`src/rtl/cgm_pkg.sv`:
```
// shared types, constants and distance function of the color gradient magnitude core
package cgm_pkg;

  localparam int MAX_WIDTH   = 1024;
  localparam int ADDR_W      = $clog2(MAX_WIDTH);
  localparam int COL_W       = 10;
  localparam int ROW_W       = 12;
  localparam int WIDTH_W     = 11;
  localparam int CFG_IDX_W   = 2;
  localparam int CFG_DATA_W  = 12;
  localparam int QUEUE_DEPTH = 4;
  localparam int QPTR_W      = $clog2(QUEUE_DEPTH);
  localparam int LEVEL_W     = $clog2(QUEUE_DEPTH + 1);

  localparam logic [CFG_IDX_W-1:0] CFG_IMAGE_WIDTH  = 2'd0;
  localparam logic [CFG_IDX_W-1:0] CFG_IMAGE_HEIGHT = 2'd1;

  localparam logic [WIDTH_W-1:0] WIDTH_RESET  = 11'd1024;
  localparam logic [ROW_W-1:0]   HEIGHT_RESET = 12'd1024;

  typedef struct packed {
    logic [7:0] red_in;
    logic [7:0] green_in;
    logic [7:0] blue_in;
  } pixel_t;

  typedef struct packed {
    logic [ROW_W-1:0] out_row;
    logic [COL_W-1:0] out_col;
    logic [7:0]       magnitude;
    logic             last_in_run;
    logic             frame_end;
  } result_t;

  // one classified request with its neighborhood
  typedef struct packed {
    pixel_t           pix;
    pixel_t           up;
    pixel_t           up_next;
    pixel_t           up2;
    pixel_t           up2_prev;
    pixel_t           prev;
    pixel_t           prev2;
    logic [ROW_W-1:0] row;
    logic [COL_W-1:0] col;
    logic             has_up;
    logic             top_row;
    logic             first_col;
    logic             second_col;
    logic             last_col;
    logic             last_row;
  } work_t;

  function automatic logic [7:0] abs_diff(input logic [7:0] a, input logic [7:0] b);
    abs_diff = (a > b) ? (a - b) : (b - a);
  endfunction

  function automatic logic [7:0] pix_dist(input pixel_t p, input pixel_t q);
    logic [7:0] db;
    logic [7:0] dg;
    logic [7:0] dr;
    logic [7:0] m;
    db = abs_diff(p.blue_in, q.blue_in);
    dg = abs_diff(p.green_in, q.green_in);
    dr = abs_diff(p.red_in, q.red_in);
    m = (db > dg) ? db : dg;
    pix_dist = (m > dr) ? m : dr;
  endfunction

endpackage

```
`src/rtl/cgm_stream_if.sv`:
```


interface cgm_result_if;
  logic             valid;
  logic             ready;
  cgm_pkg::result_t data;

  modport source (output valid, output data, input ready);
  modport sink (input valid, input data, output ready);
endinterface

```
`src/rtl/cgm_back.sv`:
```
// back end: expands each request into its results and computes the magnitudes
module cgm_back (
  input  logic           clk,
  input  logic           rst,
  input  logic           head_valid,
  input  cgm_pkg::work_t head,
  output logic           pop,
  cgm_result_if.source   results
);

  logic [2:0]                done;
  logic [2:0]                rem;
  logic [2:0]                sel;
  logic                      final_one;
  logic                      can_load;
  logic                      load;
  logic [7:0]                hd;
  logic [7:0]                vd;
  logic                      h2;
  logic                      v2;
  logic [8:0]                hs;
  logic [8:0]                vs;
  logic [9:0]                total;
  logic [cgm_pkg::ROW_W-1:0] row;
  logic [cgm_pkg::COL_W-1:0] col;
  logic                      fe;

  // bit 0 upper-row result, bit 1 last-row lagging result, bit 2 frame corner
  assign rem = {head.last_row && head.last_col,
                head.last_row && !head.first_col,
                head.has_up} & ~done;
  assign sel       = rem & (~rem + 3'd1);
  assign final_one = ((rem & ~sel) == 3'd0);
  assign can_load  = !results.valid || results.ready;
  assign load      = head_valid && can_load && (rem != 3'd0);
  assign pop       = head_valid && ((rem == 3'd0) || (can_load && final_one));

  always_comb begin
    hd  = '0;
    vd  = '0;
    h2  = 1'b0;
    v2  = 1'b0;
    row = head.row;
    col = head.col;
    fe  = 1'b0;
    priority if (rem[0]) begin
      row = head.row - 12'd1;
      if (head.first_col) begin
        hd = cgm_pkg::pix_dist(head.up_next, head.up);
        h2 = 1'b1;
      end else if (head.last_col) begin
        hd = cgm_pkg::pix_dist(head.up, head.up2_prev);
        h2 = 1'b1;
      end else begin
        hd = cgm_pkg::pix_dist(head.up2_prev, head.up_next);
      end
      vd = head.top_row ? cgm_pkg::pix_dist(head.pix, head.up)
                        : cgm_pkg::pix_dist(head.pix, head.up2);
      v2 = head.top_row;
    end else if (rem[1]) begin
      col = head.col - 10'd1;
      hd  = head.second_col ? cgm_pkg::pix_dist(head.pix, head.prev)
                            : cgm_pkg::pix_dist(head.prev2, head.pix);
      h2  = head.second_col;
      vd  = cgm_pkg::pix_dist(head.prev, head.up2_prev);
      v2  = 1'b1;
    end else begin
      hd = cgm_pkg::pix_dist(head.pix, head.prev);
      h2 = 1'b1;
      vd = cgm_pkg::pix_dist(head.pix, head.up);
      v2 = 1'b1;
      fe = 1'b1;
    end
  end

  assign hs    = h2 ? {hd, 1'b0} : {1'b0, hd};
  assign vs    = v2 ? {vd, 1'b0} : {1'b0, vd};
  assign total = {1'b0, hs} + {1'b0, vs};

  always_ff @(posedge clk) begin
    if (rst) begin
      done          <= '0;
      results.valid <= 1'b0;
    end else begin
      if (pop) begin
        done <= '0;
      end else if (load) begin
        done <= done | sel;
      end
      if (load) begin
        results.valid <= 1'b1;
      end else if (results.ready) begin
        results.valid <= 1'b0;
      end
    end
  end

  always_ff @(posedge clk) begin
    if (load) begin
      results.data.out_row     <= row;
      results.data.out_col     <= col;
      results.data.magnitude   <= (total > 10'd255) ? 8'hFF : total[7:0];
      results.data.last_in_run <= final_one;
      results.data.frame_end   <= fe;
    end
  end

endmodule

```
`src/flat_wrapper.sv`:
```
// flat-port wrapper written by rule: the top's interface ports become plain ports
module cgm_back_flat 
  (clk, rst, head_valid, head, pop, results_valid, results_data, results_ready);
  cgm_result_if results_i ();
  input  logic clk;
  input  logic rst;
  input  logic head_valid;
  input  cgm_pkg::work_t head;
  output logic pop;
  output wire logic [$bits(results_i.valid)-1:0] results_valid;
  output wire logic [$bits(results_i.data)-1:0] results_data;
  input wire logic [$bits(results_i.ready)-1:0] results_ready;
  assign results_valid = results_i.valid;
  assign results_data = results_i.data;
  assign results_i.ready = results_ready;
  cgm_back u_core (.clk(clk), .rst(rst), .head_valid(head_valid), .head(head), .pop(pop), .results(results_i));
endmodule
```
`config.mk`:
```
export PLATFORM = sky130hd
export DESIGN_NAME = cgm_back_flat
export DESIGN_NICKNAME = d
export VERILOG_FILES = /design/src/rtl/cgm_pkg.sv /design/src/rtl/cgm_stream_if.sv /design/src/rtl/cgm_back.sv /design/src/flat_wrapper.sv
export SDC_FILE = /design/constraint.sdc
export NUM_CORES = 1
export LEC_CHECK = 0
export BUFFER_PORTS_ARGS = -buffer_cell sky130_fd_sc_hd__buf_2
export CAP_MARGIN = 5
export CORE_AREA = 2 2 189 191
export CTS_CLUSTER_DIAMETER = 100
export CTS_CLUSTER_SIZE = 12
export DETAILED_ROUTE_END_ITERATION = 10
export DIE_AREA = 0 0 191 193
export PLACE_DENSITY_LB_ADDON = 0.15
export SETUP_SLACK_MARGIN = 0.3
export SYNTH_ARGS = -nofsm -noshare
export SYNTH_HDL_FRONTEND = slang
export SYNTH_SLANG_ARGS = --single-unit
```
`constraint.sdc`:
```
create_clock -name clk -period 9.6 [get_ports clk]
set_input_delay 0.48 -clock clk [delete_from_list [all_inputs] [get_ports clk]]
set_output_delay 0.48 -clock clk [all_outputs]
set_load 0.01 [all_outputs]
```
==> results.yml, run 1 <==
critical_path:
  crit_required_ps: 9630
  startpoint_type: "input pin"
  crit_path_max_incr_delay_ps: 680
  cp_num_buf_inv: 4
  critPathMaxFanout: 13
  cp-end-kind: "flop"
  cpLargestDelayFamily: "compound AO/OA/AOI/OAI gates"
  arrival_ps: 9070
  crit_slowest_cell: "xor2_1"
  crit_type: "in -> reg"
  cpMostUsedCell: "nor2_1"
grt:
  antenna_found_initial: 1
  overflow: 0
  grt_usage_pct: 40.2
  grt_pass1_vias: 21300
  grt_pass1_wl_um: 115000
  grt_max_degree: 36
detailed_routing:
  wl_um: 77400
  first_pass_iters: 6
  num_vias: 22300
  drcViolationCount: 0
  avgViaCountPerCell: 6.53
  drtAntennaViolNets: 0
  wire_per_inst_um: 22.6
  drtIter0Drc: 1953
power:
  p_per_area_nw_per_um2: 175
  peakVddDrop_uv: 128
  power.leakage_nw: 11.9
placed_design:
  dp_cells: 3403
  dp_hpwl_um: 66800
  dpl_cell_area_sq_um: 23300
  gp_congestion: 1.08
  io_buffers: 233
clocking:
  cts.reportedPaths.clkPinSlew_ps: 60
  cts_made_buffers: 5
  clock_latency_ps: 280
  cts_hold_buf: 0
  cts-root-buf: "clkbuf_16"
  max-clock-path-buffers: 2
  cts.sinks: 36
  cts.htree.levels: 2
  cts_tree: "yes"
sta:
  tightest_slew_ps: 976
  slew_violations: 0
  hold_violations: 0
  finalSetupViolCount: 0
  fmax_mhz: 111
  fin_worst_skew_ps: 4.64
  timing.setup.tns_ps: 0
  min_period_ps: 9040
  grt_setup_unrepaired: "no"
  min_period_over_period_pct: 94.2
  max_slew_margin_pct: 35.0
  holdWs_ps: 366
hold_path:
  hold_class: "in -> reg"
logic_synthesis:
  synth_ff_type: "edfxtp_1"
  synthesis.nets: 3519
  ys_seq_area_share_pct: 4.79
  synthArstFlopShare_pct: 0
  synth_top_area_share_pct: 28.7
  netlist_top_cells_area: "ha_1 29%, mux2i_1 6.6%, a21oi_1 6.4%, inv_1 5.4%, fa_1 4.5%"
  synth_cell_types: 99
  synth_seq_cells: 36
  ys_warn_count: 0
  synth_top_area_cell: "ha_1"
  syn_area_sq_um: 21700
  synth-edff-count: 32
  synth_cells: 2771
  avgSynthCellArea_sq_um: 7.85
finish:
  nFillCells: 3034
  layout-drive-gt1-share_pct: 13.1
  fin_cells: 3419
  final_nets: 3705
  final_cell_mix: "499 x ha_1, 313 x inv_1, 275 x a21oi_1"
  register_area_sq_um: 1040
  antennaDiodeCount: 0
  fin_util_pct: 67.6
  final_cell_area_sq_um: 23600
  multi_input_area_sq_um: 19300
  synthToLayoutAreaGrowth_pct: 8.65
  layout_commonest_cell: "ha_1"
floorplan:
  fp-row-count: 69
  core_area_sq_um: 35000
  start_util_pct: 62.2
  dieArea_sq_um: 36900
  pin_count: 234
  die_h_um: 193
  die_w_um: 191
job:
  cap_violations: 0
status:
  run_status: "finished clean"
[final timing paths]
path | from | cells past startpoint | slack, ps | to
min reg2reg | u_core.done[2]$_SDFFE_PP0P_ | 2 | 470 | u_core.done[2]$_SDFFE_PP0P_
max | head[157] | 37 | 560 | u_core.results.data[2]$_SDFFCE_PN1P_
max reg2reg | u_core.done[0]$_SDFFE_PP0P_ | 20 | 4520 | u_core.results.data[2]$_SDFFCE_PN1P_
min | rst | 2 | 370 | u_core.results.valid$_SDFFE_PP0P_
[sequential cells by signal, summed over array words and instances (netlist names)]
name                  flops
u_core.done               3
u_core.results.valid      1
u_core.results.data      32
[cells in the mapped netlist (6+ instances only)]
cell,count
o2bb2ai_1,6
nand3b_1,19
o31ai_1,8
a21boi_0,7
mux2_2,44
buf_6,6
nor2_1,125
xor2_1,72
clkbuf_1,54
nor2b_1,44
fa_1,49
nor3_1,47
edfxtp_1,32
mux2i_1,144
a22oi_1,12
a311oi_1,7
buf_2,19
a211oi_1,49
xnor2_1,88
nand4_1,75
ha_1,499
a211o_1,14
o21ai_0,122
nand2b_1,18
o21a_1,27
o22ai_1,14
or2_2,7
inv_1,314
o211ai_1,27
o22a_1,6
a21oi_1,277
a221oi_1,12
and4_1,10
nor4_1,13
a31oi_1,36
and2_1,17
and3_1,13
a221o_1,8
a21o_1,89
a2111oi_0,7
nand2_1,149
nand3_1,64
o21bai_1,23
[cell families after synthesis]
logic type               count (synthesis)  synth area share (%)
AO/OA/AOI/OAI                          808                  24.3
buffers and inverters                  398                  7.22
multiplexers                           192                  9.16
XOR/XNOR                               161                  6.52
flip-flops                              36                  4.79
AND/OR/NAND/NOR                        628                  14.8
adder cells (fa/ha/maj)                548                  33.2
[per-layer routing]
| metal | global-route usage [%] | up-vias | share of wire (%) |
|---|---|---|---|
| met2 | 66.0 | 1228 | 44 |
| met4 | 24.6 | 2 | 7.2 |
| li1 | - | 10400 | - |
| met3 | 4.16 | 296 | 8.3 |
| met5 | 0 | - | 0.0090 |
| met1 | 50.8 | 10400 | 40 |
[where the power goes]
| part | total, mW | switching (mW) | internal [mW] | leakage (nW) |
|---|---|---|---|---|
| Combinational | 3.72 | 2.25 | 1.47 | 11.5 |
| Clock | 0.185 | 0.0631 | 0.122 | 0.0798 |
| Sequential | 0.228 | 0.00698 | 0.221 | 0.329 |
[area by class of cell]
type	instances	share of cell area (%)
inverter	314	5.00
multi-input combinational	2337	81.6
sequential	36	4.41
clock buffer	5	0.530
clock inverter	3	0.180
tap	461	2.44
timing repair buffer	263	5.88
[worst register-to-register path, delay by kind of cell (launching register included)]
family | cells | cell delay (ps)
multiplexers | 2 | 570
flip-flops | 1 | 340
AO/OA/AOI/OAI | 5 | 820
adder cells (fa/ha/maj) | 1 | 440
buffers and inverters | 1 | 280
AND/OR/NAND/NOR | 11 | 2360
[per-stage QoR]
step	power, mW	setup slack (ps)
floorplan	2.76	1070
global placement	3.62	419
detailed placement	3.76	225
CTS	3.97	470
global route	4.46	308
finish	4.14	557
[timing repair]
item	in CTS	in global routing
setup endpoints to repair	0	8
endpoints found under the hold margin	0	0
gates resized for setup	0	28
buffers inserted	0	7
(Power assumes the default switching activity.)
==> run 2: changes to the inputs <==
--- a/config.mk
+++ b/config.mk
@@ -5,13 +5,13 @@
 export SDC_FILE = /design/constraint.sdc
 export NUM_CORES = 1
 export LEC_CHECK = 0
-export BUFFER_PORTS_ARGS = -buffer_cell sky130_fd_sc_hd__buf_2
+export BUFFER_PORTS_ARGS = -buffer_cell sky130_fd_sc_hd__buf_4
 export CAP_MARGIN = 5
-export CORE_AREA = 2 2 189 191
+export CORE_AREA = 2 2 199 201
 export CTS_CLUSTER_DIAMETER = 100
 export CTS_CLUSTER_SIZE = 12
 export DETAILED_ROUTE_END_ITERATION = 10
-export DIE_AREA = 0 0 191 193
+export DIE_AREA = 0 0 201 203
 export PLACE_DENSITY_LB_ADDON = 0.15
 export SETUP_SLACK_MARGIN = 0.3
 export SYNTH_ARGS = -nofsm -noshare
==> constraint.sdc (replaced) <==
create_clock -name clk -period 8.3 [get_ports clk]
set_input_delay 0.415 -clock clk [delete_from_list [all_inputs] [get_ports clk]]
set_output_delay 0.415 -clock clk [all_outputs]
set_load 0.01 [all_outputs]
==> run 2 against run 1 <==
Compared with the run above: via count grew 3.7%; die area grew 11%; combinational power grew 40%; clock skew is essentially flat; design area grew 11%.
==> results.yml, run 2 (same netlist as run 1, synthesis figures left out) <==
power:
  power.leakage_nw: 13.0
  p_per_area_nw_per_um2: 216
  peakVddDrop_uv: 145
sta:
  fin_ws_ps: 323
  hold_violations: 0
  finalSetupViolCount: 0
  fmax_mhz: 125
  fin_worst_skew_ps: 4.80
  slew_violations: 0
  tightest_slew_ps: 1010
  grt_setup_unrepaired: "no"
  min_period_ps: 7980
  min_period_over_period_pct: 96.1
  max_slew_margin_pct: 31.9
critical_path:
  crit_required_ps: 8320
  r2r-start: "u_core.done[0]$_SDFFE_PP0P_"
  cpLargestDelayFamily: "compound AO/OA/AOI/OAI gates"
  crit_slowest_cell: "fa_1"
  cpMostUsedCell: "buf_4"
  reg2regPathDepth: 20
  crit_path_max_incr_delay_ps: 420
  cp-end-kind: "flop"
  reg2reg_to: "u_core.results.data[3]$_SDFFCE_PN1P_"
  cp_num_buf_inv: 8
  critPathMaxFanout: 8
  r2r_slack_ps: 3870
  crit_type: "in -> reg"
  startpoint_type: "input pin"
  arrival_ps: 8000
detailed_routing:
  num_vias: 23100
  wl_um: 83000
  drtAntennaViolNets: 0
  first_pass_iters: 6
  avgViaCountPerCell: 6.36
  drtIter0Drc: 1884
  wire_per_inst_um: 22.8
  drcViolationCount: 0
placed_design:
  gp_congestion: 1.10
  dp_cells: 3580
  io_buffers: 233
  dp_hpwl_um: 70200
  place_ws_ps: -278
clocking:
  cts_hold_buf: 0
  cts.reportedPaths.clkPinSlew_ps: 60
  cts.sinks: 36
  clock_latency_ps: 280
  max-clock-path-buffers: 2
  cts_made_buffers: 5
  cts_tree: "yes"
  cts.htree.levels: 2
  cts-root-buf: "clkbuf_16"
finish:
  final_cell_mix: "492 x ha_1, 417 x buf_4, 308 x inv_1"
  largest_reg_flops: 32
  reg_top3: "u_core.results.data x32, u_core.done x3, u_core.results.valid x1"
  nFillCells: 3245
  layout-drive-gt1-share_pct: 20.9
  top_register: "u_core.results.data"
  final_nets: 3866
  layout_commonest_cell: "ha_1"
  multi_input_area_sq_um: 19900
  register_area_sq_um: 1040
  antennaDiodeCount: 0
  synthToLayoutAreaGrowth_pct: 20.2
  fin_cells: 3637
hold_path:
  min_to: "u_core.results.valid$_SDFFE_PP0P_"
  hold_path_depth: 2
  hold_class: "in -> reg"
  min_from: "rst"
floorplan:
  start_util_pct: 56.5
  fp-row-count: 72
  core_area_sq_um: 38500
  die_w_um: 201
  pin_count: 234
  dieArea_sq_um: 40800
  die_h_um: 203
grt:
  grt_pass1_vias: 22300
  antenna_found_initial: 0
  overflow: 0
  grt_usage_pct: 38.2
  grt_max_degree: 34
  grt_pass1_wl_um: 123000
job:
  cap_violations: 0
status:
  run_status: "finished clean"
==> run 2: changes by cell type in the layout (fill, tap and decap cells not counted), sizes merged <==
| cell | change |
|---|---|
| bufinv | -1 |
| clkinv | +2 |
| inv | -1 |
| clkdlybuf4s15 | +2 |
| buf | +159 |
==> run 2: final cells by class <==
| cell class | count | area share (%) |
|---|---|---|
| inverter | 314 | 4.54 |
| multi-input combinational | 2337 | 76.2 |
| clock buffer | 5 | 0.479 |
| timing repair buffer | 424 | 12.3 |
| tap | 518 | 2.48 |
| clock inverter | 3 | 0.0718 |
| sequential | 36 | 3.98 |
==> run 2: what timing repair did <==
item                       in CTS  in global routing
setup endpoints to repair       8                  8
setup buffers                   4                 42
pin swaps                       5                 54
gates cloned                    0                  3
gates resized for setup        22                146
==> run 2: metrics by stage <==
stage | total power, mW | hold WS, ps | setup TNS [ps] | cell area (sq um) | util [%]
floorplan | 3.24 | 437 | 0 | 21800 | -
global placement | 4.70 | 450 | -1690 | 24900 | 64.6
detailed placement | 4.85 | 472 | -1500 | 24900 | 64.6
CTS | 5.10 | 291 | 0 | 25100 | 65.3
global route | 6.03 | 294 | 0 | 26100 | 68.0
finish | 5.65 | 295 | 0 | 26100 | 68.0
==> run 2: how the worst max path moves through the flow <==
stage                    from                                   end  slack [ps]  cells past startpoint
floorplan           head[148]  u_core.results.data[3]$_SDFFCE_PN1P_         320                     40
global placement     head[76]  u_core.results.data[2]$_SDFFCE_PN1P_        -290                     38
detailed placement   head[76]  u_core.results.data[3]$_SDFFCE_PN1P_        -280                     38
CTS                  head[84]  u_core.results.data[3]$_SDFFCE_PN1P_         300                     39
global route        head[180]  u_core.results.data[3]$_SDFFCE_PN1P_          50                     41
finish              head[180]  u_core.results.data[3]$_SDFFCE_PN1P_         320                     39
==> run 2: metal layers <==
layer	GRT usage (%)	wire length [um]	up-vias
li1	-	-	10800
met1	46.6	32500	10800
met2	63.9	37600	1234
met3	5.52	6850	314
met4	22.8	6090	0
met5	0	0	-
==> run 2: power breakdown <==
group	switching [mW]	leakage, nW	internal (mW)	total [mW]
Sequential	0.00779	0.329	0.255	0.263
Combinational	2.93	12.6	2.27	5.20
Clock	0.0727	0.0736	0.110	0.183
