<file path="config.mk">
export PLATFORM = sky130hd
export DESIGN_NAME = cgm_queue
export DESIGN_NICKNAME = d
export VERILOG_FILES = /design/src/rtl/cgm_pkg.sv /design/src/rtl/cgm_queue.sv
export SDC_FILE = /design/constraint.sdc
export NUM_CORES = 1
export LEC_CHECK = 0
export ABC_AREA = 0
export BUFFER_PORTS_ARGS = -buffer_cell sky130_fd_sc_hd__buf_2
export CORE_MARGIN = 2
export CORE_UTILIZATION = 34
export DETAILED_ROUTE_END_ITERATION = 10
export PLACE_DENSITY = 0.48
export SYNTH_ARGS = -nofsm -noshare
export SYNTH_HDL_FRONTEND = slang
export SYNTH_SLANG_ARGS = --single-unit
</file>
<file path="constraint.sdc">
create_clock -name clk -period 6.5 [get_ports clk]
set_clock_uncertainty 0.1 [all_clocks]
set_input_delay 0.65 -clock clk [delete_from_list [all_inputs] [get_ports clk]]
set_output_delay 0.65 -clock clk [all_outputs]
set_load 0.01 [all_outputs]
</file>
<file path="src/rtl/cgm_pkg.sv">
// shared types, constants and distance function of the color gradient magnitude core
package cgm_pkg;

  localparam int MAX_WIDTH   = 1024;
  localparam int ADDR_W      = $clog2(MAX_WIDTH);
  localparam int COL_W       = 10;
  localparam int ROW_W       = 12;
  localparam int WIDTH_W     = 11;
  localparam int CFG_IDX_W   = 2;
  localparam int CFG_DATA_W  = 12;
  localparam int QUEUE_DEPTH = 4;
  localparam int QPTR_W      = $clog2(QUEUE_DEPTH);
  localparam int LEVEL_W     = $clog2(QUEUE_DEPTH + 1);

  localparam logic [CFG_IDX_W-1:0] CFG_IMAGE_WIDTH  = 2'd0;
  localparam logic [CFG_IDX_W-1:0] CFG_IMAGE_HEIGHT = 2'd1;

  localparam logic [WIDTH_W-1:0] WIDTH_RESET  = 11'd1024;
  localparam logic [ROW_W-1:0]   HEIGHT_RESET = 12'd1024;

  typedef struct packed {
    logic [7:0] red_in;
    logic [7:0] green_in;
    logic [7:0] blue_in;
  } pixel_t;

  typedef struct packed {
    logic [ROW_W-1:0] out_row;
    logic [COL_W-1:0] out_col;
    logic [7:0]       magnitude;
    logic             last_in_run;
    logic             frame_end;
  } result_t;

  // one classified request with its neighborhood
  typedef struct packed {
    pixel_t           pix;
    pixel_t           up;
    pixel_t           up_next;
    pixel_t           up2;
    pixel_t           up2_prev;
    pixel_t           prev;
    pixel_t           prev2;
    logic [ROW_W-1:0] row;
    logic [COL_W-1:0] col;
    logic             has_up;
    logic             top_row;
    logic             first_col;
    logic             second_col;
    logic             last_col;
    logic             last_row;
  } work_t;

  function automatic logic [7:0] abs_diff(input logic [7:0] a, input logic [7:0] b);
    abs_diff = (a > b) ? (a - b) : (b - a);
  endfunction

  function automatic logic [7:0] pix_dist(input pixel_t p, input pixel_t q);
    logic [7:0] db;
    logic [7:0] dg;
    logic [7:0] dr;
    logic [7:0] m;
    db = abs_diff(p.blue_in, q.blue_in);
    dg = abs_diff(p.green_in, q.green_in);
    dr = abs_diff(p.red_in, q.red_in);
    m = (db > dg) ? db : dg;
    pix_dist = (m > dr) ? m : dr;
  endfunction

endpackage

</file>
<file path="src/rtl/cgm_queue.sv">
// short request queue between front and back end
module cgm_queue (
  input  logic                        clk,
  input  logic                        rst,
  input  logic                        push,
  input  cgm_pkg::work_t              push_data,
  input  logic                        pop,
  output logic                        not_empty,
  output cgm_pkg::work_t              head,
  output logic [cgm_pkg::LEVEL_W-1:0] level
);

  cgm_pkg::work_t             slots [cgm_pkg::QUEUE_DEPTH];
  logic [cgm_pkg::QPTR_W-1:0] wr_ptr;
  logic [cgm_pkg::QPTR_W-1:0] rd_ptr;

  assign not_empty = (level != '0);
  assign head      = slots[rd_ptr];

  always_ff @(posedge clk) begin
    if (rst) begin
      wr_ptr <= '0;
      rd_ptr <= '0;
      level  <= '0;
    end else begin
      if (push) begin
        wr_ptr <= wr_ptr + 2'd1;
      end
      if (pop) begin
        rd_ptr <= rd_ptr + 2'd1;
      end
      if (push && !pop) begin
        level <= level + 3'd1;
      end else if (pop && !push) begin
        level <= level - 3'd1;
      end
    end
  end

  always_ff @(posedge clk) begin
    if (push) begin
      slots[wr_ptr] <= push_data;
    end
  end

endmodule

</file>
==> flow_summary_export.csv, run 1 <==
group,metric,value,unit
clocking,htree_levels,3,
die,die_area,86750,µm²
cells_and_area,ff_latch_area,23730,µm²
pwr,switchingPower,0.002620,W
drt,post-route-drc-count,0,
drt,first_iter_violations,597,
timing,max-slew-margin-rel,35.37,%
die,die_x,294.5,µm
grt,grt_overflow_total,0,
timing,rsz0062_at_grt,"no",
logic_synthesis,synth-seq-cells,793,
timing,maxSlewViolCount,0,
timing,final.setup.tns,0,ns
cells_and_area,area_growth,20.42,%
drt,first_pass_iters,4,
critical_path,critPathCaptureType,"output pin",
cells_and_area,fill_cells,7350,
logic_synthesis,ys.flop_type,"edfxtp_1",
drt,viasPerCell,4.739,
pwr,internal-power,0.008891,W
critical_path,cp_max_fo,56,
critical_path,path_buf_inv,2,
timing,fmax,0.2668,GHz
grt,antenna_found_initial,16,
pwr,totalPowerFinal,0.01151,W
pwr,powerDensity,333.1,nW/µm²
critical_path,start_kind,"register",
grt,grt_max_degree,103,
critical_path,worstPathRequired,5.75,ns
critical_path,crit_chain,"buf_4, mux4_2, buf_2",
logic_synthesis,yosysSeqAreaShare,82.66,%
clocking,cts_tree,"done",
timing,fin_crit,3.749,ns
clocking,root_buffer,"clkbuf_16",
logic_synthesis,synthesis.area,28700,µm²
critical_path,critical-path-max-stage-delay,0.80,ns
critical_path,cpMaxStageDelayCell,"dfxtp_4",
run,cap_violations,0,
pwr,sw_frac_of_total,22.76,%
die,core,83560,µm²
clocking,hold_buffers,0,
clocking,cts_made_buffers,85,
critical_path,crit_family,"buffers and inverters",
logic_synthesis,async_flop_share,0,%
grt,track_usage,13.86,%
clocking,clock_latency,0.62,ns
die,die_h,294.5,µm
grt,grt_pass1_vias,13600,
critical_path,crit_type,"register to output pin",
pwr,power.share.combinational,9.2,%
clocking,clk_path_buf_depth,3,
grt,grt_pass1_wl,88.91,mm
die,row_count,106,
place,dp_hpwl,35.00,mm
outcome,status,"complete, no violations",
drt,ant_nets,0,
die,pin_count,400,
clocking,cts.sinks,793,
clocking,cts.repair.resized,0,
logic_synthesis,synth.net_count,1273,
logic_synthesis,synthCells,1067,
timing,final.period_utilization,57.67,%
pwr,clkPwrFrac,39.1,%
drt,wl_per_cell,22.70,µm
place,place.gp.congestion,0.6988,
pwr,p_leak,11.41,nW
min_path,hold_class,"input pin to register",
drt,wl,60.55,mm
timing,hold_violations,0,
clocking,post_cts_buffers,0,
pwr,ir_drop,0.2110,mV
place,port-buffer-count,399,
logic_synthesis,netlist-cell-type-count,18,
cells_and_area,fin_nets,1728,
timing,max_slew.worst_pin.slew,0.9695,ns
die,start_util,34.35,%
cells_and_area,multiInputGateArea,4648,µm²
pwr,pwr-share-seq,51.7,%
critical_path,cp.arrival,3.00,ns
drt,num_vias,12640,
clocking,clk_pin_slew_worst_paths,0.06,ns
cells_and_area,drive_gt1_share,45.74,%
timing,setup_viol,0,
logic_synthesis,synth_edf_count,784,
logic_synthesis,syn_area_per_cell,26.90,µm²
logic_synthesis,ys_warn_count,0,
## worst register-to-register path, delay by kind of cell (launching register included)
| kind | cells | cell delay [ns] |
|---|---|---|
| buffers and inverters | 1 | 0.75 |
| adder cells (fa/ha/maj) | 1 | 0.17 |
| AND/OR/NAND/NOR | 1 | 0.75 |
| flip-flops | 1 | 0.39 |
## placed cells by master, fill, tap and decap left out
cell / instances
clkinv_2: 10
a21oi_1: 1
o21ai_0: 1
clkinv_8: 2
clkinv_1: 23
inv_6: 1
clkbuf_1: 17
buf_12: 7
clkinvlp_4: 3
ha_1: 5
dfxtp_1: 7
dfxtp_4: 2
inv_1: 4
buf_4: 7
and2_4: 4
clkinv_4: 2
clkbuf_16: 85
clkinv_16: 4
diode_2: 2
bufinv_16: 3
nor2_1: 7
or3_1: 2
xnor2_1: 2
mux4_2: 196
fa_1: 1
mux2i_1: 2
edfxtp_1: 784
xor2_1: 3
nand2_1: 1
buf_2: 399
## sequential cells by signal (all words and copies together), names as in the netlist, named ones only
register	flops
rd_ptr	2
slots	784
wr_ptr	2
level	3
## power groups by stage
stage | Combinational, W | Clock (W) | Sequential [W]
after floorplan | 0.000634 | 0 | 0.00607
after global placement | 0.00110 | 0 | 0.00605
after detailed placement | 0.00110 | 0 | 0.00606
after CTS | 0.00111 | 0.00466 | 0.00596
after global routing | 0.00115 | 0.00485 | 0.00597
final | 0.00106 | 0.00450 | 0.00595
## cell families (layout without fill, tap and decap cells)
family,count (synthesis),after routing,synth area share [%]
DFF,793,793,82.66
muxes,198,198,15.45
buffers and inverters,49,567,1.177
and+or+nand+nor,14,14,0.2354
adders and majority gates,6,6,0.2877
xor gates and xnor gates,5,5,0.1526
AOI/OAI and AO/OA,2,2,0.03484
other,0,2,0
## stage by stage
step,hold WS (ns),instances,instance area [µm²],utilization (%),worst slack (ns)
floorplan,0.3847,1067,28700,-,0.7219
global placement,0.3892,2515,31930,38.22,3.344
detailed placement,0.4116,2515,31930,38.22,3.323
CTS,0.07351,2665,34550,41.35,2.638
global route,0.08889,2666,34560,41.36,2.534
finish,0.1258,2667,34560,41.36,2.751
## area by class of cell
type,instances,share of cell area (%)
Clock inverter,48,1.238
Timing Repair Buffer,413,6.336
Inverter,4,0.04345
Multi-Input combinational cell,225,13.45
Antenna cell,2,0.01448
Clock buffer,102,6.340
Sequential cell,793,68.67
Tap cell,1080,3.910
## path summary, 6_finish.rpt
path,startpoint,to,slack (ns),depth (start not counted)
worst min-delay path,push_data[15],slots[2][15]$_DFFE_PP_,0.13,1
worst max register to register,wr_ptr[0]$_SDFFE_PP0P_,slots[3][107]$_DFFE_PP_,3.87,3
worst max-delay path,register,head[74],2.75,3
worst min register to register,level[2]$_SDFFE_PP0P_,level[2]$_SDFFE_PP0P_,0.42,2
## cells in the mapped netlist (2+ instances only)
master / n / area (µm²)
edfxtp_1: 784 / 23540
mux4_2: 196 / 4414
buf_2: 21 / 105.1
buf_6: 17 / 191.4
dfxtp_1: 9 / 180.2
clkbuf_1: 7 / 26.28
nor2_1: 7 / 26.28
ha_1: 5 / 62.56
and2_1: 4 / 25.02
inv_1: 4 / 15.01
xor2_1: 3 / 26.28
mux2i_1: 2 / 20.02
or3_1: 2 / 12.51
xnor2_1: 2 / 17.52
## routing by layer
metal  wire length, µm  up-vias  global-route usage, %  part of all wire [%]
li1                  -     5551                      -                     -
met1             24050     6617                  16.88                    40
met2             30180      320                  23.07                    50
met3              4669      120                  5.037                   7.7
met4              1472       30                  4.181                   2.4
met5               185        -                      0                  0.31
No activity file was read; power rests on OpenSTA's default activity.
==> run 2, diff against run 1 <==
--- a/config.mk
+++ b/config.mk
@@ -5,12 +5,12 @@
 export SDC_FILE = /design/constraint.sdc
 export NUM_CORES = 1
 export LEC_CHECK = 0
-export ABC_AREA = 0
+export ABC_AREA = 1
 export BUFFER_PORTS_ARGS = -buffer_cell sky130_fd_sc_hd__buf_2
 export CORE_MARGIN = 2
 export CORE_UTILIZATION = 34
 export DETAILED_ROUTE_END_ITERATION = 10
-export PLACE_DENSITY = 0.48
+export PLACE_DENSITY = 0.5
 export SYNTH_ARGS = -nofsm -noshare
 export SYNTH_HDL_FRONTEND = slang
 export SYNTH_SLANG_ARGS = --single-unit
==> constraint.sdc (replaced) <==
create_clock -name clk -period 3.3 [get_ports clk]
set_clock_uncertainty 0.1 [all_clocks]
set_input_delay 0.33 -clock clk [delete_from_list [all_inputs] [get_ports clk]]
set_output_delay 0.33 -clock clk [all_outputs]
set_load 0.01 [all_outputs]
==> run 2 against run 1 <==
Worst setup slack got worse by 2.5 ns; worst hold slack improved by 0.22 ns; die area rose by 2.4%; sequential share of layout area fell by 5.5 points; register-to-register slack got worse by 2.6 ns; synthesized cell count rose by 83%; design area rose by 8.8%; via count rose by 46%; total power rose by 110%; combinational power rose by 120%; synthesized area rose by 2.5%; critical endpoint is now head[70].
==> flow_summary_export.csv, run 2 <==
group,metric,value,unit
drt,wl,75.38,mm
grt,grt_pass1_wl,113.7,mm
critical_path,rrSetupSlack,1.26,ns
critical_path,worstPathRequired,2.87,ns
logic_synthesis,ys_warn_count,0,
logic_synthesis,yosys.area.top_type_share,80.06,%
clocking,cts_tree,"done",
pwr,powerDensity,632.0,nW/µm²
logic_synthesis,synth_edf_count,784,
timing,rsz0062_at_grt,"no",
cells_and_area,largest_reg_flops,784,
place,place.gp.congestion,0.7601,
logic_synthesis,yosysSeqAreaShare,80.67,%
logic_synthesis,synth-seq-cells,793,
critical_path,worst_r2r_endpoint,"slots[3][83]$_DFFE_PP_",
die,row_count,107,
die,pin_count,400,
drt,first_pass_iters,5,
drt,wl_per_cell,20.03,µm
die,die_area,88860,µm²
cells_and_area,final_cell_mix,"edfxtp_1 (784), buf_2 (399), nor2_1 (398), o21ai_0 (214), dlygate4sd3_1 (199)",
place,port-buffer-count,399,
timing,maxSlewViolCount,0,
critical_path,cpMaxStageDelayCell,"dfxtp_4",
timing,setup_viol,0,
critical_path,regToRegStartpoint,"wr_ptr[1]$_SDFFE_PP0P_",
timing,final.period_utilization,92.59,%
critical_path,critical-path-max-stage-delay,0.51,ns
place,placed_cells,3397,
clocking,root_buffer,"clkbuf_16",
place,dp_hpwl,41.95,mm
die,die_h,298.1,µm
critical_path,path_buf_inv,3,
critical_path,crit_family,"buffers and inverters",
logic_synthesis,synthCells,1954,
critical_path,crit_chain,"inv_6, buf_4, o21ai_1, o22ai_1, buf_2",
logic_synthesis,synth_commonest_cells,"edfxtp_1 (784), nor2_1 (398), o21ai_0 (214)",
logic_synthesis,yosys.area.top_type,"edfxtp_1",
grt,antenna_found_initial,3,
grt,grt_max_degree,157,
critical_path,reg2regPathDepth,4,
cells_and_area,final_util,44.01,%
cells_and_area,regMostFlops,"slots",
logic_synthesis,synth_most_common_cell,"edfxtp_1",
timing,max-slew-margin-rel,45.20,%
cells_and_area,drive_gt1_share,22.08,%
drt,post-route-drc-count,0,
clocking,cts.sinks,793,
cells_and_area,layout_commonest_cell,"edfxtp_1",
cells_and_area,area_growth,27.82,%
die,core,85410,µm²
critical_path,cp_max_fo,42,
pwr,p_leak,13.01,nW
drt,ant_nets,0,
cells_and_area,top_regs,"slots: 784 flops, level: 3 flops",
logic_synthesis,synthesis.area,29410,µm²
cells_and_area,fin_nets,2749,
min_path,hold_depth,2,
min_path,hold_class,"input pin to register",
logic_synthesis,synth.net_count,2160,
pwr,ir_drop,0.4057,mV
drt,num_vias,18470,
timing,hold_violations,0,
critical_path,crit_type,"register to output pin",
clocking,clk_path_buf_depth,3,
clocking,htree_levels,3,
drt,first_iter_violations,1109,
timing,max_slew.worst_pin.slew,0.8221,ns
timing,final.setup.tns,0,ns
grt,grt_pass1_vias,18890,
cells_and_area,stdcell_count,3764,
critical_path,start_kind,"register",
critical_path,cp.arrival,2.63,ns
logic_synthesis,synth_area_leaders,"edfxtp_1 (80%), nor2_1 (5.1%), o22ai_1 (4.2%), o21ai_0 (3.6%), o21ai_1 (3.1%)",
grt,grt_overflow_total,0,
die,start_util,34.43,%
logic_synthesis,netlist-cell-type-count,20,
timing,fin_crit,3.055,ns
clocking,clock_latency,0.62,ns
die,die_x,298.1,µm
clocking,clk_pin_slew_worst_paths,0.06,ns
grt,track_usage,16.57,%
drt,viasPerCell,4.908,
run,cap_violations,0,
logic_synthesis,async_flop_share,0,%
min_path,hold_start,"push_data[26]",
logic_synthesis,ys.flop_type,"edfxtp_1",
logic_synthesis,syn_area_per_cell,15.05,µm²
critical_path,critPathCaptureType,"output pin",
outcome,status,"complete, no violations",
clocking,cts_made_buffers,89,
timing,fmax,0.3273,GHz
min_path,whs_endpoint,"slots[1][26]$_DFFE_PP_",
==> run 2: cell count changes in the layout (fill, tap and decap cells not counted), moves of 184 or more <==
cell / change
dlygate4sd3_1: +199
o21ai_1: +184
nor2_1: +391
o21ai_0: +213
o22ai_1: +196
mux4_2: -196
==> run 2: routing by layer <==
layer / routed length [µm] / up-vias / share of wire [%] / track usage [%]
met4: 2118 / 2 / 2.8 / 5.815
met5: 13 / - / 0.017 / 0
met1: 31330 / 9297 / 42 / 20.57
met2: 38150 / 431 / 51 / 28.78
li1: - / 8627 / - / -
met3: 3772 / 116 / 5.0 / 3.238
==> run 2: worst max path at each step <==
stage | from | endpoint | slack (ns) | depth (start not counted)
2_1_floorplan | wr_ptr[0]$_SDFFE_PP0P_ | slots[0][0]$_DFFE_PP_ | -0.72 | 4
3_3_place_gp | register | head[70] | 0.89 | 5
3_5_place_dp | register | head[70] | 0.83 | 5
4_1_cts | register | head[70] | 0.13 | 5
5_1_grt | register | head[24] | 0.07 | 4
6_report | register | head[70] | 0.24 | 5
==> run 2: timing repair <==
action / in CTS / in global routing
setup buffers: 0 / 0
hold buffers: 199 / 0
gates resized for setup: 0 / 0
endpoints found under the hold margin: 791 / 0
==> run 2: cell families after synthesis <==
group	Yosys count	synth area share [%]
flops	793	80.67
compound gates	598	11.01
simple gates	410	5.246
buf+inv	147	2.791
fa+ha+maj	6	0.2808
==> run 2: area by class of cell <==
class | instances | area, µm²
Fill cell | 7742 | 47830
Sequential cell | 793 | 23730
Multi-Input combinational cell | 1014 | 4878
Timing Repair Buffer | 627 | 4482
Clock buffer | 107 | 2295
Tap cell | 1144 | 1431
Clock inverter | 59 | 664.4
Inverter | 18 | 100.1
Antenna cell | 2 | 5.005
==> run 2: metrics by stage <==
stage	total power, W	setup WS, ns	hold WS [ns]	cell area (µm²)
floorplan	0.01297	-0.7177	0.3116	29440
CTS	0.02410	0.1293	0.2841	37580
global route	0.02468	0.07083	0.3077	37590
global placement	0.01392	0.8869	0.3754	32630
detailed placement	0.01396	0.8314	0.4067	32630
finish	0.02376	0.2446	0.3436	37590
==> run 2: worst register-to-register path: cells and delay by family (launching register included) <==
kind                     cells  cell delay [ns]
flip-flops                   1             0.35
adder cells (fa/ha/maj)      1             0.14
buffers and inverters        2             0.79
AND/OR/NAND/NOR              1             0.08
==> run 2: where the power goes <==
part	total [W]	leakage, nW	internal, W	switching (W)
Combinational	0.00228	4.31	0.000815	0.00146
Clock	0.00984	1.43	0.00588	0.00397
Sequential	0.0116	7.28	0.0115	0.000107
==> run 3, diff against run 2 <==
--- a/config.mk
+++ b/config.mk
@@ -7,6 +7,7 @@
 export LEC_CHECK = 0
 export ABC_AREA = 1
 export BUFFER_PORTS_ARGS = -buffer_cell sky130_fd_sc_hd__buf_2
+export CORE_ASPECT_RATIO = 1.5
 export CORE_MARGIN = 2
 export CORE_UTILIZATION = 34
 export DETAILED_ROUTE_END_ITERATION = 10
==> run 3 against run 2 <==
Cell count down 0.21%; critical path type unchanged; design area down 0.68%; core utilization decreased by 0.62 points; via count is 0.96% higher; highest routed layer unchanged; critical endpoint is now head[56].
==> flow_summary_export.csv, run 3 (synthesis gave the netlist of run 2 again) <==
group,metric,value,unit
cells_and_area,final_cell_mix,"edfxtp_1 (784), buf_2 (399), nor2_1 (398), o21ai_0 (214), dlygate4sd3_1 (200)",
timing,maxSlewViolCount,0,
critical_path,cpMaxStageDelayCell,"buf_12",
critical_path,worstPathRequired,2.87,ns
pwr,p_leak,12.94,nW
clocking,root_buffer,"clkbuf_16",
clocking,cts_tree,"done",
drt,viasPerCell,4.965,
run,cap_violations,0,
drt,first_iter_violations,1052,
clocking,clk_path_buf_depth,3,
timing,fin_ws,0.4134,ns
outcome,status,"complete, no violations",
grt,use_met1,19.65,%
critical_path,critPathCaptureType,"output pin",
critical_path,path_buf_inv,2,
clocking,clock_latency,0.61,ns
die,core,86050,µm²
critical_path,cp_max_fo,168,
die,die_x,244.1,µm
critical_path,start_kind,"register",
drt,wl_per_cell,20.02,µm
critical_path,reg2regPathDepth,6,
timing,setup_viol,0,
die,pin_count,400,
cells_and_area,top_regs,"slots: 784 flops, level: 3 flops",
timing,hold_violations,0,
die,start_util,34.18,%
place,dp_slack,0.9803,ns
grt,grt-busiest-layer,"met2",
drt,ant_nets,0,
critical_path,crit_type,"register to output pin",
cells_and_area,drive_gt1_share,22.17,%
clocking,cts_made_buffers,78,
grt,antenna_found_initial,8,
cells_and_area,area_growth,26.95,%
grt,grt_overflow_total,0,
grt,grt_pass1_vias,19080,
timing,fmax,0.3464,GHz
min_path,hold_depth,1,
timing,max-slew-margin-rel,34.40,%
cells_and_area,fin_nets,2758,
clocking,htree_levels,3,
timing,max_slew.worst_pin.slew,0.9840,ns
drt,num_vias,18650,
min_path,hold_class,"register to register",
place,place.gp.congestion,0.7392,
cells_and_area,layout_commonest_cell,"edfxtp_1",
place,port-buffer-count,399,
grt,met3_usage,3.836,%
grt,grt_max_degree,169,
timing,final.setup.tns,0,ns
die,row_count,132,
critical_path,cp.arrival,2.46,ns
critical_path,path_depth,4,
cells_and_area,largest_reg_flops,784,
clocking,clk_pin_slew_worst_paths,0.06,ns
critical_path,crit_family,"buffers and inverters",
cells_and_area,regMostFlops,"slots",
drt,wl,75.18,mm
grt,grt_pass1_wl,112.2,mm
timing,hold_slack,0.3451,ns
die,die_h,364.2,µm
die,die_area,88910,µm²
pwr,ir_drop,0.4628,mV
clocking,cts.repair.resized,0,
critical_path,critical-path-max-stage-delay,0.44,ns
cells_and_area,fill_cells,7796,
drt,post-route-drc-count,0,
timing,final.period_utilization,87.47,%
clocking,cts.sinks,793,
timing,fin_crit,2.887,ns
grt,track_usage,16.50,%
grt,use_met2,28.97,%
critical_path,crit_chain,"buf_12, o21ai_0, o22ai_1, buf_2",
drt,first_pass_iters,4,
pwr,powerDensity,613.0,nW/µm²
place,dp_hpwl,42.57,mm
timing,rsz0062_at_grt,"no",
run 3: cell count changes in the layout (fill, tap and decap cells not counted), moves of 2 or more:
cell / previous run / this run
clkinvlp_4: 11 / 6
clkbuf_16: 89 / 79
buf_12: 22 / 20
diode_2: 2 / 5
clkbuf_1: 18 / 11
inv_16: 3 / 1
buf_4: 7 / 28
run 3: per-layer routing:
metal / routed length (µm) / vias to the layer above
met2: 38010 / 532
met4: 2129 / 4
met3: 4599 / 121
li1: - / 8627
met1: 30410 / 9366
met5: 24 / -
run 3: final cells by class:
cell class | count | area [µm²] | area share (%)
Inverter | 18 | 100.1 | 0.2681
Clock inverter | 50 | 556.8 | 1.491
Antenna cell | 5 | 12.51 | 0.03351
Sequential cell | 793 | 23730 | 63.57
Tap cell | 1139 | 1425 | 3.817
Clock buffer | 90 | 2018 | 5.406
Multi-Input combinational cell | 1014 | 4878 | 13.07
Timing Repair Buffer | 647 | 4609 | 12.35
run 3: final timing paths:
| path | slack (ns) | startpoint | endpoint |
|---|---|---|---|
| worst min-delay path | 0.35 | rd_ptr[1]$_SDFFE_PP0P_ | register |
| worst max register to register | 1.03 | wr_ptr[1]$_SDFFE_PP0P_ | slots[1][148]$_DFFE_PP_ |
| worst min register to register | 0.35 | rd_ptr[1]$_SDFFE_PP0P_ | register |
| worst max-delay path | 0.41 | register | head[56] |
run 3: repair_timing:
action	in CTS	in global routing
hold buffers	200	0
buffers inserted	0	0
endpoints found under the hold margin	793	0
run 3: power breakdown:
part           leakage [nW]  internal [W]  switching [W]
clock network          1.26       0.00527        0.00370
registers              7.28        0.0115      0.0000956
logic                  4.40      0.000825        0.00148
total                  12.9        0.0176        0.00527
run 3: metrics by stage:
stage,area (µm²),std cells,power [W],util [%]
after CTS,37320,3751,0.02320,43.37
after floorplan,29440,1954,0.01297,-
final,37330,3756,0.02289,43.39
after detailed placement,32740,3411,0.01398,38.05
after global routing,37330,3756,0.02376,43.39
after global placement,32740,3411,0.01392,38.05
